`src/sv/twps_pkg.sv`:
```
// shared types and constants for the textured wall pixel shader
// no dependencies; imported by every module of the block
package twps_pkg;

    // texture and screen geometry
    localparam int TEX_W    = 64;
    localparam int TEX_H    = 64;
    localparam int SCREEN_H = 480;
    localparam int TW_LOG2  = $clog2(TEX_W);
    localparam int TH_LOG2  = $clog2(TEX_H);

    // texture row width and fixed-point fraction of the row mapping
    localparam int TY_W     = TH_LOG2;
    localparam int FRAC_W   = 8;

    // row mapping arithmetic: signed offset, numerator and divisor
    localparam int C_W      = 26;
    localparam int MAG_W    = C_W - 1;
    localparam int N_W      = MAG_W + TH_LOG2;
    localparam int D_W      = 16 + FRAC_W;

    // quotient steps: one saturation check plus one per texture row bit
    localparam int NSTEP    = TY_W + 1;

    // colour constants
    localparam logic [23:0] DARK_MASK  = 24'h7F7F7F;
    localparam logic [7:0]  RED_CROSS  = 8'd254;
    localparam logic [7:0]  RED_BRICK  = 8'd192;
    localparam logic [7:0]  FLAT_GREY  = 8'd128;
    localparam int          BRICK_SIZE = 16;

    typedef struct packed {
        logic [9:0]  column;
        logic [8:0]  row;
        logic [15:0] line_height;
        logic        wall_side;
        logic [2:0]  texture_index;
        logic [5:0]  tex_col;
    } t_in_item;

    typedef struct packed {
        logic [9:0]  out_column;
        logic [8:0]  out_row;
        logic [23:0] pixel_color;
    } t_out_item;

    // pixel data that rides along the divider stages
    typedef struct packed {
        logic [9:0]  column;
        logic [8:0]  row;
        logic        wall_side;
        logic [2:0]  texture_index;
        logic [5:0]  tex_col;
    } t_meta;

endpackage

```
`src/sv/textured_wall_pixel_shader_core.sv`:
```
// top level of the textured wall pixel shader: row mapping, divider pipeline, texel stage
// depends on twps_pkg and twps_div_stage
//
// Takes one wall pixel per clock and returns its RGB888 colour with the screen column and
// row. The texture row is floor(c * TEX_H / (256 * line_height)) with
// c = row*256 - SCREEN_H*128 + line_height*128, clamped to 0..TEX_H-1; a zero line
// height counts as one. Throughput is one item per clock with no gaps while the output
// side does not stall. One stage forms the numerator and divisor, seven stages each
// resolve one quotient step of the restoring divider (a saturation check and then one
// texture row bit per stage), and the last stage evaluates the procedural texture and
// the side darkening. Every stage holds its item while the stage after it is full, so
// stalls on the output side back up through the pipe and bubbles are squeezed out.
module textured_wall_pixel_shader_core
    import twps_pkg::*;
(
    input  logic      i_clk,
    input  logic      i_rst_n,
    input  logic      i_in_valid,
    output logic      o_in_ready,
    input  t_in_item  i_in_data,
    output logic      o_out_valid,
    input  logic      i_out_ready,
    output t_out_item o_out_data
);

    // texture numbers
    typedef enum logic [2:0] {
        TEX_CROSS     = 3'd0,
        TEX_GREY_GRAD = 3'd1,
        TEX_RG_GRAD   = 3'd2,
        TEX_GREY_XOR  = 3'd3,
        TEX_GREEN_XOR = 3'd4,
        TEX_BRICK     = 3'd5,
        TEX_RED_RAMP  = 3'd6,
        TEX_FLAT      = 3'd7
    } t_tex;

    // procedural texel colour at texture column x, row y
    function automatic logic [23:0] f_texel(input logic [2:0] tex,
                                            input logic [5:0] x,
                                            input logic [TY_W-1:0] y);
        logic [15:0] xw;
        logic [15:0] yw;
        logic [7:0]  xy;
        logic [7:0]  yc;
        logic [7:0]  xr;
        logic [23:0] col;
        xw = 16'(x);
        yw = 16'(y);
        xy = 8'(((yw * 16'd128) >> TH_LOG2) + ((xw * 16'd128) >> TW_LOG2));
        yc = 8'((yw * 16'd256) >> TH_LOG2);
        xr = 8'((xw * 16'd256) >> TW_LOG2) ^ yc;
        case (t_tex'(tex))
            TEX_CROSS: begin
                // black diagonals
                col = ((xw != yw) && (xw != 16'(TEX_W) - yw)) ? {RED_CROSS, 16'd0} : 24'd0;
            end
            TEX_GREY_GRAD: col = {xy, xy, xy};
            TEX_RG_GRAD:   col = {xy, xy, 8'd0};
            TEX_GREY_XOR:  col = {xr, xr, xr};
            TEX_GREEN_XOR: col = {8'd0, xr, 8'd0};
            TEX_BRICK: begin
                // black mortar lines on the brick grid
                col = ((xw % 16'(BRICK_SIZE)) != 16'd0 && (yw % 16'(BRICK_SIZE)) != 16'd0)
                    ? {RED_BRICK, 16'd0} : 24'd0;
            end
            TEX_RED_RAMP:  col = {yc, 16'd0};
            TEX_FLAT:      col = {FLAT_GREY, FLAT_GREY, FLAT_GREY};
            default:       col = {FLAT_GREY, FLAT_GREY, FLAT_GREY};
        endcase
        return col;
    endfunction

    // pipeline position 0 is the set-up stage, positions 1..NSTEP the divider steps
    logic             w_vld  [0:NSTEP];
    logic [N_W-1:0]   w_rem  [0:NSTEP];
    logic [D_W-1:0]   w_d    [0:NSTEP];
    logic [TY_W:0]    w_q    [0:NSTEP];
    t_meta            w_meta [0:NSTEP];
    logic             w_adv  [0:NSTEP+1];

    // ---------------- set-up stage: numerator and divisor ----------------
    logic             r_s1_vld;
    logic [N_W-1:0]   r_s1_num;
    logic [D_W-1:0]   r_s1_den;
    t_meta            r_s1_meta;

    logic [15:0]      w_lh;
    logic [C_W-1:0]   w_c;
    logic [N_W-1:0]   n_s1_num;
    t_meta            n_s1_meta;

    always_comb begin
        // zero height behaves as height one
        w_lh = (i_in_data.line_height == 16'd0) ? 16'd1 : i_in_data.line_height;
        // c = row*256 - SCREEN_H*128 + lh*128, two's complement
        w_c  = C_W'({i_in_data.row, 8'd0}) + C_W'({w_lh, 7'd0}) - C_W'(SCREEN_H * 128);
        // rows above the slice map to zero, so a negative offset divides as zero
        n_s1_num = w_c[C_W-1] ? '0 : (N_W'(w_c[MAG_W-1:0]) << TH_LOG2);

        n_s1_meta.column        = i_in_data.column;
        n_s1_meta.row           = i_in_data.row;
        n_s1_meta.wall_side     = i_in_data.wall_side;
        n_s1_meta.texture_index = i_in_data.texture_index;
        // texture column saturates at the right edge
        n_s1_meta.tex_col       = (16'(i_in_data.tex_col) > 16'(TEX_W - 1))
                                ? 6'(TEX_W - 1) : i_in_data.tex_col;
    end

    always_ff @(posedge i_clk) begin
        if (!i_rst_n) begin
            r_s1_vld <= 1'b0;
        end else if (w_adv[0]) begin
            r_s1_vld <= i_in_valid;
        end
    end

    always_ff @(posedge i_clk) begin
        if (w_adv[0] && i_in_valid) begin
            r_s1_num  <= n_s1_num;
            r_s1_den  <= {w_lh, {FRAC_W{1'b0}}};
            r_s1_meta <= n_s1_meta;
        end
    end

    assign w_vld[0]  = r_s1_vld;
    assign w_rem[0]  = r_s1_num;
    assign w_d[0]    = r_s1_den;
    assign w_q[0]    = '0;
    assign w_meta[0] = r_s1_meta;

    // ---------------- stall chain ----------------
    // a stage may load when it is empty or the stage after it loads
    logic r_out_vld;
    t_out_item r_out_data;

    assign w_adv[NSTEP+1] = ~r_out_vld | i_out_ready;

    for (genvar p = 0; p <= NSTEP; p++) begin : g_adv
        assign w_adv[p] = ~w_vld[p] | w_adv[p+1];
    end

    assign o_in_ready = w_adv[0];

    // ---------------- divider steps ----------------
    // first step tests against TEX_H (saturation), then one texture row bit per step
    for (genvar k = 0; k < NSTEP; k++) begin : g_div
        twps_div_stage #(
            .SHIFT (TY_W - k)
        ) u_step (
            .i_clk   (i_clk),
            .i_rst_n (i_rst_n),
            .i_adv   (w_adv[k+1]),
            .i_vld   (w_vld[k]),
            .i_rem   (w_rem[k]),
            .i_d     (w_d[k]),
            .i_q     (w_q[k]),
            .i_meta  (w_meta[k]),
            .o_vld   (w_vld[k+1]),
            .o_rem   (w_rem[k+1]),
            .o_d     (w_d[k+1]),
            .o_q     (w_q[k+1]),
            .o_meta  (w_meta[k+1])
        );
    end

    // ---------------- texel stage and output register ----------------
    logic [TY_W-1:0] w_ty;
    logic [23:0]     w_color;
    t_out_item       n_out_data;

    always_comb begin
        // clamp at the bottom texture row when the quotient reached TEX_H
        w_ty    = w_q[NSTEP][TY_W] ? TY_W'(TEX_H - 1) : w_q[NSTEP][TY_W-1:0];
        w_color = f_texel(w_meta[NSTEP].texture_index, w_meta[NSTEP].tex_col, w_ty);
        // y-side hits are drawn at half brightness
        if (w_meta[NSTEP].wall_side) begin
            w_color = (w_color >> 1) & DARK_MASK;
        end
        n_out_data.out_column  = w_meta[NSTEP].column;
        n_out_data.out_row     = w_meta[NSTEP].row;
        n_out_data.pixel_color = w_color;
    end

    always_ff @(posedge i_clk) begin
        if (!i_rst_n) begin
            r_out_vld <= 1'b0;
        end else if (w_adv[NSTEP+1]) begin
            r_out_vld <= w_vld[NSTEP];
        end
    end

    always_ff @(posedge i_clk) begin
        if (w_adv[NSTEP+1] && w_vld[NSTEP]) begin
            r_out_data <= n_out_data;
        end
    end

    assign o_out_valid = r_out_vld;
    assign o_out_data  = r_out_data;

    // ---------------- checks ----------------
    // input side only backs up when the whole pipe is full behind a stalled result
    a_full_when_blocked: assert property (@(posedge i_clk) disable iff (!i_rst_n)
        !o_in_ready |-> (o_out_valid && !i_out_ready && w_vld[NSTEP]))
        else $error("input blocked while pipe has room");

    // an accepted item lands in the set-up stage
    a_accept_lands: assert property (@(posedge i_clk) disable iff (!i_rst_n)
        (i_in_valid && o_in_ready) |=> w_vld[0])
        else $error("accepted item lost at set-up stage");

    // the last divider step keeps its item while the output register is blocked
    a_last_step_holds: assert property (@(posedge i_clk) disable iff (!i_rst_n)
        (w_vld[NSTEP] && !w_adv[NSTEP]) |=> (w_vld[NSTEP] && $stable(w_q[NSTEP])))
        else $error("divider item dropped during stall");

endmodule

```
`src/sv/twps_div_stage.sv`:
```
// one registered compare-subtract step of the texture row divider
// depends on twps_pkg
module twps_div_stage
    import twps_pkg::*;
#(
    parameter int SHIFT = 0
) (
    input  logic             i_clk,
    input  logic             i_rst_n,
    input  logic             i_adv,
    input  logic             i_vld,
    input  logic [N_W-1:0]   i_rem,
    input  logic [D_W-1:0]   i_d,
    input  logic [TY_W:0]    i_q,
    input  t_meta            i_meta,
    output logic             o_vld,
    output logic [N_W-1:0]   o_rem,
    output logic [D_W-1:0]   o_d,
    output logic [TY_W:0]    o_q,
    output t_meta            o_meta
);

    logic             r_vld;
    logic [N_W-1:0]   r_rem;
    logic [D_W-1:0]   r_d;
    logic [TY_W:0]    r_q;
    t_meta            r_meta;

    logic [N_W-1:0]   w_sub;
    logic [N_W:0]     w_trial;
    logic             w_take;
    logic [N_W-1:0]   n_rem;
    logic [TY_W:0]    n_q;

    always_comb begin
        w_sub        = N_W'(i_d) << SHIFT;
        w_trial      = {1'b0, i_rem} - {1'b0, w_sub};
        w_take       = ~w_trial[N_W];
        n_rem        = w_take ? w_trial[N_W-1:0] : i_rem;
        n_q          = i_q;
        n_q[SHIFT]   = w_take;
    end

    always_ff @(posedge i_clk) begin
        if (!i_rst_n) begin
            r_vld <= 1'b0;
        end else if (i_adv) begin
            r_vld <= i_vld;
        end
    end

    always_ff @(posedge i_clk) begin
        if (i_adv && i_vld) begin
            r_rem  <= n_rem;
            r_d    <= i_d;
            r_q    <= n_q;
            r_meta <= i_meta;
        end
    end

    assign o_vld  = r_vld;
    assign o_rem  = r_rem;
    assign o_d    = r_d;
    assign o_q    = r_q;
    assign o_meta = r_meta;

endmodule

```
`config.mk`:
```
export PLATFORM = sky130hd
export DESIGN_NAME = textured_wall_pixel_shader_core
export DESIGN_NICKNAME = d
export VERILOG_FILES = /design/src/sv/twps_pkg.sv /design/src/sv/textured_wall_pixel_shader_core.sv /design/src/sv/twps_div_stage.sv
export SDC_FILE = /design/constraint.sdc
export NUM_CORES = 1
export LEC_CHECK = 0
export BUFFER_PORTS_ARGS = -buffer_cell sky130_fd_sc_hd__buf_2
export CAP_MARGIN = 10
export CORE_AREA = 4 4 244 294
export DETAILED_ROUTE_END_ITERATION = 7
export DIE_AREA = 0 0 248 298
export PLACE_DENSITY = 0.71
export SLEW_MARGIN = 5
export SYNTH_ARGS = -nofsm -noshare
export SYNTH_HDL_FRONTEND = slang
export SYNTH_HIERARCHICAL = 1
export SYNTH_SLANG_ARGS = --single-unit
```
`constraint.sdc`:
```
create_clock -name i_clk -period 4.3 [get_ports i_clk]
set_input_delay 0 -clock i_clk [delete_from_list [all_inputs] [get_ports i_clk]]
set_output_delay 0 -clock i_clk [all_outputs]
set_load 0.005 [all_outputs]
```
==> flow_summary_export.csv <==
group,metric,value,unit
status,outcome,"finished, final reports clean",
route,remaining_drc_errors,0,
clocking,hold_buffers,49,
route,routed_wl,69400,um
power,p_leak,14.4,nW
min_path,hold_class,"in2reg",
power,ir_worst_vdd,0.345,mV
route,routed-wl-met2,35600,um
final_layout,multi_input_area,12700,um^2
clocking,root_buffer,"clkbuf_16",
sta,maxSlewHeadroom,0.389,
clocking,cts_tree,"yes",
clocking,clock_latency,0.63,ns
critical_path,critPathKind,"reg2reg",
placement,place_inst,3798,
critical_path,end_kind,"flop",
logic_synthesis,synth_cells,2827,
final_layout,area_growth_syn_to_layout,12.4,%
floorplanning,die_x,248,um
clocking,numCtsBuffers,70,
final_layout,drive_above_1_share,0.105,
route,final_antenna_net_count,0,
route,wl_per_cell,17.5,um
clocking,post_cts.repair.setup_buffers,0,
final_layout,nets,3259,
floorplanning,die_h,298,um
route,routed.top_layer,"met4",
global_route,grt-ovfl-total,0,
sta,period_share,0.793,
final_layout,nFillCells,5555,
floorplanning,top_level_ports,94,
global_route,grt_pass1_wl,112000,um
route,drt-initial-drc-count,1161,
clocking,clkTransAtPathRegs,0.06,ns
route,vias,22000,
global_route,grt_pass1_vias,22400,
logic_synthesis,avgSynthCellArea,12.1,um^2
final_layout,final_core_util,0.557,
logic_synthesis,synth-warning-count,6,
placement,io_buffers,93,
clocking,post_cts_resized,0,
sta,fmax,293,MHz
global_route,grt_max_degree,91,
placement,dpl.hpwl,51700,um
sta,min_period,3.41,ns
sta,drv_slew,0,
floorplanning,die_area,73900,um^2
global_route,grt.total_usage,0.187,
final_layout,diodes,0,
route,dr_wl_met3,2580,um
placement,gp_congestion,0.962,
floorplanning,coreArea,69100,um^2
power,p_per_area,394,nW/um^2
critical_path,cp.required,4.66,ns
final_layout,register_area,20200,um^2
flow_run,cap_viol_max_count,0,
logic_synthesis,netlist_area,34200,um^2
global_route,antenna_found_initial,0,
route,m1WireLength,27300,um
critical_path,startpoint_type,"flop",
floorplanning,std_cell_rows,106,
clocking,clockBufferDepth,3,
clocking,htreeDepth,3,
sta,tightest_slew,0.905,ns
sta,clock_skew,0.0606,ns
critical_path,crit_path_max_fanout,13,
sta,hold_viol,0,
critical_path,cp.arrival,3.77,ns
sta,rsz0062_at_grt,"no",
final_layout,stdcell_count,3971,
sta,final.setup.tns,0,ns
clocking,cts.sinks,676,
route,viasPerCell,5.55,
route,drt-pass1-iter-count,5,
sta,setup_viol,0,
floorplanning,start_util,0.495,
worst max-delay path, cell delays in order, from the launching register on:
cell and delay [ns]:
edfxtp_1 0.41, ha_1 0.41, a21oi_1 0.42, o22a_1 0.24, nand2_2 0.11, nor4_4 0.47
o21a_1 0.68, buf_4 0.31, o41ai_2 0.10
flip-flops by register name (all words and copies together), names as in the netlist:
signal and count:
g_div.u_step/o_meta 203, g_div.u_step/o_rem 186, g_div.u_step/o_d 144, o_out_data 43, r_s1_meta 29, g_div.u_step/o_q 28
r_s1_num 18, r_s1_den 16, g_div.u_step/o_vld 7, o_out_valid 1, r_s1_vld 1
final timing paths:
path	startpoint	to	slack [ns]	depth (start not counted)
worst max-delay path	r_s1_num[14]	g_div[0].u_step/o_rem[28]	0.89	8
worst min-delay path	i_in_data[8]	r_s1_meta[8]	0.09	2
worst max register to register	r_s1_num[14]	g_div[0].u_step/o_rem[28]	0.89	8
worst min register to register	r_s1_meta[2]	g_div[0].u_step/o_meta[2]	0.41	0
per-layer routing:
layer / global-route usage / vias up
li1: - / 10700
met1: 0.215 / 10400
met2: 0.333 / 620
met3: 0.0274 / 217
met4: 0.104 / 0
met5: 0 / -
stage by stage:
step	setup WS [ns]	area [um^2]	hold WS, ns	total power [mW]
final	0.890	38500	0.0917	15.1
after global routing	0.739	38500	0.0659	15.8
after CTS	0.912	38500	0.0441	15.3
after detailed placement	0.912	35700	0.179	9.34
after global placement	0.981	35700	0.176	9.30
after floorplan	0.910	34300	0.0989	8.95
final cells by class:
class                      count  area share
clock buffer                  85      0.0470
clock inverter                39      0.0122
inverter                     246      0.0241
multi-input combinational   1842       0.331
sequential                   676       0.526
tap                          918      0.0299
timing repair buffer         165      0.0306
cell usage in the layout, fill, tap and decap left out, types with 49 or more instances in the layout:
cell type	instances
edfxtp_1	667
nand2_1	265
inv_1	241
ha_1	201
a21oi_1	190
o21ai_0	189
nor2_1	134
buf_2	93
clkbuf_16	70
xor2_1	69
xnor2_1	63
a21o_1	49
dlygate4sd3_1	49
where the power goes:
part	internal [mW]	switching [mW]	leakage (nW)	total, mW
logic	0.718	1.02	7.15	1.73
registers	7.44	0.0919	6.11	7.54
clock network	3.36	2.51	1.09	5.87
Note: power is estimated with default switching activity, not from simulation.
